$ cat src/rtl/pip_pkg.sv
// shared types and constants for the polygon inclusion and area block
// no dependencies
`default_nettype none
package pip_pkg;

  localparam int MAX_VERTICES = 64;
  localparam int COORD_BITS   = 24;
  localparam int CNT_W        = $clog2(MAX_VERTICES + 1);
  localparam int IDX_W        = $clog2(MAX_VERTICES);
  localparam int DIFF_W       = COORD_BITS + 1;
  localparam int PROD_W       = 2 * DIFF_W;
  localparam int AREA_W       = 2 * COORD_BITS;
  localparam int SUM_W        = 2 * COORD_BITS + 2 + CNT_W;
  localparam int HALF_W       = 50;
  localparam int ACT_W        = 2;

  localparam logic signed [SUM_W-1:0] HALF_MAX =
    SUM_W'((64'sd1 <<< (HALF_W - 1)) - 64'sd1);
  localparam logic signed [SUM_W-1:0] HALF_MIN = -HALF_MAX - SUM_W'(1);

  typedef logic signed [COORD_BITS-1:0] coord_t;
  typedef logic [CNT_W-1:0]             cnt_t;

  typedef enum logic [ACT_W-1:0] {
    ACT_CLEAR  = 2'd0,
    ACT_APPEND = 2'd1,
    ACT_QUERY  = 2'd2,
    ACT_NONE   = 2'd3
  } action_e;

  typedef enum logic [3:0] {
    ST_IDLE  = 4'b0001,
    ST_WALK  = 4'b0010,
    ST_DRAIN = 4'b0100,
    ST_DONE  = 4'b1000
  } state_e;

  // one closed edge from prev vertex (1) to current vertex (2), with the query point
  typedef struct packed {
    logic   valid;
    coord_t x1;
    coord_t y1;
    coord_t x2;
    coord_t y2;
    coord_t px;
    coord_t py;
  } edge_t;

  typedef struct packed {
    logic                     parity;
    logic                     hit;
    logic signed [SUM_W-1:0]  sum;
  } acc_t;

endpackage
`default_nettype wire

$ cat src/rtl/pip_cell.sv
// one vertex cell of the rotating vertex ring
// depends on pip_pkg
`default_nettype none
module pip_cell (
  input  wire logic            clk_i,
  input  wire logic            shift_i,
  input  wire pip_pkg::coord_t nxt_x_i,
  input  wire pip_pkg::coord_t nxt_y_i,
  input  wire logic            wr_i,
  input  wire pip_pkg::coord_t wr_x_i,
  input  wire pip_pkg::coord_t wr_y_i,
  output pip_pkg::coord_t      x_o,
  output pip_pkg::coord_t      y_o
);
  import pip_pkg::*;

  coord_t x_q, y_q;

  always_ff @(posedge clk_i) begin
    if (wr_i) begin
      x_q <= wr_x_i;
      y_q <= wr_y_i;
    end else if (shift_i) begin
      x_q <= nxt_x_i;
      y_q <= nxt_y_i;
    end
  end

  assign x_o = x_q;
  assign y_o = y_q;

endmodule
`default_nettype wire

$ cat config.mk
export PLATFORM = sky130hd
export DESIGN_NAME = pip_cell
export DESIGN_NICKNAME = d
export VERILOG_FILES = /design/src/rtl/pip_pkg.sv /design/src/rtl/pip_cell.sv
export SDC_FILE = /design/constraint.sdc
export NUM_CORES = 1
export LEC_CHECK = 0
export ABC_AREA = 1
export BUFFER_PORTS_ARGS = -buffer_cell sky130_fd_sc_hd__buf_2
export CAP_MARGIN = 10
export CORE_ASPECT_RATIO = 0.9
export CORE_UTILIZATION = 41
export CTS_CLUSTER_SIZE = 14
export DETAILED_ROUTE_END_ITERATION = 10
export MAX_ROUTING_LAYER = met4
export PLACE_DENSITY = 0.8
export SLEW_MARGIN = 20
export SYNTH_ARGS = -nofsm -noshare
export SYNTH_HDL_FRONTEND = slang
export SYNTH_SLANG_ARGS = --single-unit
$ cat constraint.sdc
create_clock -name clk_i -period 2.78 [get_ports clk_i]
set_input_delay 0.556 -clock clk_i [delete_from_list [all_inputs] [get_ports clk_i]]
set_output_delay 0.556 -clock clk_i [all_outputs]
set_load 0.1 [all_outputs]
# After elaboration in Yosys (flattened, before gate mapping)
# Cells that the tools add are included.
[word_totals] register_bits=48 in_bits=99 output_inout_bits=48
[classes] mux=4 n_reduce_logical=1
[op_table] cell="two-way mux 24 bit" n=4
[op_table] cell="nonzero test 2 bit" n=1

# Depth between registers and ports, before layout
[logic_depth] word_depth=2 ltp_mapped=6

# Worst setup path before layout
# Ideal clock, no wire load.
[synth_timing] path_kind="input -> register" from="input wr_i" to="register x_q[0], in the netlist x_o[0], enable pin" setup_ns=0.408 arrival_ns=1.904 required_ns=2.372 path_slack_ns=0.468 stages=3 path_buffers=2 cell_sequence="buf_2 buf_6 or2_1"
[synth_between] elab_chain_len=1
[synth_lines] element="from (decl)" line_no="pip_cell.sv:9" text="input wire logic wr_i,"
[synth_lines] element="nonzero test 2 bit (no source line)"
[synth_lines] element="to (signal assigned)" line_no="pip_cell.sv:21" text="x_q <= wr_x_i;"
[synth_lines] element="to (signal assigned)" line_no="pip_cell.sv:24" text="x_q <= nxt_x_i;"
[synth_lines] element="to (decl)" line_no="pip_cell.sv:17" text="coord_t x_q, y_q;"
# No other way between the ends.
# A chain may end at the register's enable or synchronous reset.

# Final worst setup path
[layout_timing] from="input wr_i" to="register x_q[10], in the netlist x_o[10] (data pin)"
[layout_between] elab_chain_len=1
[layout_lines] element="two-way mux 24 bit" line_no="pip_cell.sv:20" text="if (wr_i) begin"
# No other way between the ends.

==> results.toml <==
[sta]
setup_ws_ns = 0.9469
finalCriticalPeriod_ns = 1.833
setup_tns_ns = 0
rsz0062_at_grt = "no"
worstMarginPinSlew_ns = 0.7548
min_period_over_period_pct = 65.94
setup-violations-final = 0
timing.fmax_mhz = 545.5
slew_headroom_pct = 49.61
maxSlewViolCount = 0
hold_viol_final = 0

[clock_tree]
htree_levels = 2
cts.reportedPaths.clkPinSlew_ns = 0.09
cts_tree = "done"
clock-root-buffer = "clkbuf_8"
ctsHoldBuffers = 0
cts_max_path_buffers = 2
clock_sinks = 48
cts_resized = 0
cts_made_buffers = 5
post_cts_buffers = 0

[detailed_routing]
drc = 0
via_count = 1859
dr.pass1.iters = 4
wl_per_cell_um = 11.61
first_iter_violations = 137
via_per_inst = 4.480
routed_wl_mm = 4.818
ant_nets = 0

[final_layout]
multiInputGateArea_um2 = 546.8
drive_gt1_share_pct = 45.14
area_growth_pct = 41.25
seq_area_um2 = 1441
nets = 448
nFillCells = 452
antennaDiodeCount = 0

[power_and_ir_drop]
clockPowerShare_pct = 22.3
p_switching_uw = 933.6
swShare_pct = 42.21
internal_power_uw = 1278
vdd_ir_drop_max_mv = 0.4072
power_frac_comb_pct = 36.8
p_leak_uw = 0.001566
seq_power_share_pct = 40.9
p_per_area_nw_per_um2 = 754.8

[floorplanning]
dieArea_um2 = 5349
core_um2 = 4865
start_util_pct = 42.64
die-width_um = 76.98
fp-row-count = 24
io-pin-count = 147
die_y_um = 69.48

[synth]
synth_warnings = 0
syn_inst = 205
seq_area_frac_synth_pct = 69.48
synth-compound-area-share_pct = 0
synth_top_cells_by_area = "edfxtp_1 (69%), nand2_1 (26%), buf_6 (2.2%)"
synth_top_area_cell = "edfxtp_1"
synth_cell_types = 7
synth_top_family_by_area = "simple AND/OR/NAND/NOR gates"
synth_seq_cells = 48
muxShareOfSynthArea_pct = 0
synth_fa_ha_area_share_pct = 0
avgSynthCellArea_um2 = 10.12
synthSimpleGateAreaFrac_pct = 26.36
syn_area_um2 = 2074
synth_xor_area_share_pct = 0
yosysTopAreaCellShare_pct = 69.48
syn_nets = 304

[placed_design]
hpwl_mm = 3.477
gp_congestion = 0.7799
pre_cts_ws_ns = 0.6139
port_buffers = 146

[worst_setup_path]
crit_fanout = 48
worstSetupPathType = "in -> reg"
required_ns = 2.84
cp.arrival_ns = 1.89
start_kind = "input pin"
worstSetupEndpointType = "flip-flop"

[global_route]
gr-total-overflow = 0
grt_pass1_wl_mm = 7.569
grt_start_max_net_pins = 49
grt_usage_pct = 18.92
antenna_found_initial = 0
first_global_vias = 1745

[flow_run]
maxCapViolations = 0

[hold_path]
hold_path.class = "in -> reg"

[status]
run_status = "complete, no violations"
layout by cell type (no fill, tap or decap), drive strengths merged:
cell / instances
bufinv: 1
clkinv: 1
nand2: 144
clkinvlp: 1
buf: 148
clkbuf: 5
inv: 1
or2: 1
edfxtp: 48
kinds of logic after synthesis:
logic type / count (synthesis)
buf+inv: 12
simple gates: 145
flops: 48
synth_stat cells:
cell,count
or2_1,1
nand2_1,144
buf_6,4
inv_2,1
edfxtp_1,48
buf_2,6
buf_4,1
area by class of cell:
type / instances / share of cell area (%)
inverters: 1 / 0.1281
clock buffers: 5 / 2.348
repair buffers: 148 / 25.45
flip-flops and latches: 48 / 49.19
clock inverters: 3 / 1.452
well taps: 65 / 2.775
multi-input cells: 145 / 18.66
metrics by stage:
step	power, µW	hold slack, ns	cell area (µm²)	util, %	instances
final	2212	0.5190	2930	60.24	415
after global routing	2286	0.5131	2930	60.24	415
after CTS	2230	0.5110	2930	60.24	415
after detailed placement	1738	0.8206	2819	57.95	407
after global placement	1730	0.8194	2819	57.95	407
after floorplan	1589	0.7346	2074	-	205
flip-flops by register name (all words and copies together), names as in the netlist:
signal / count
x_o: 24
y_o: 24
layer usage:
metal	track usage (%)	share of wire, %	up-vias
li1	-	-	938
met5	-	0	-
met3	5.658	8.8	2
met4	5.451	0.29	0
met1	20.82	41	813
met2	33.13	50	106
worst max-delay path: stages:
cell	delay [ns]
buf_2	0.30
buf_4	0.39
inv_2	0.38
nand2_1	0.18
nand2_1	0.06
power groups by stage:
stage / sequential [µW] / clock, µW / combinational, µW
final: 905 / 494 / 813
after global routing: 912 / 531 / 842
after CTS: 906 / 508 / 817
after detailed placement: 922 / 0 / 816
after global placement: 920 / 0 / 810
after floorplan: 1510 / 0 / 81.2
worst paths after layout:
kind	from	to	slack (ns)	cells after the start
worst min-delay path	nxt_y_i[19]	y_o[19]$_DFFE_PP_	0.52	3
worst max-delay path	wr_i	x_o[10]$_DFFE_PP_	0.95	5
(Power assumes the default switching activity.)
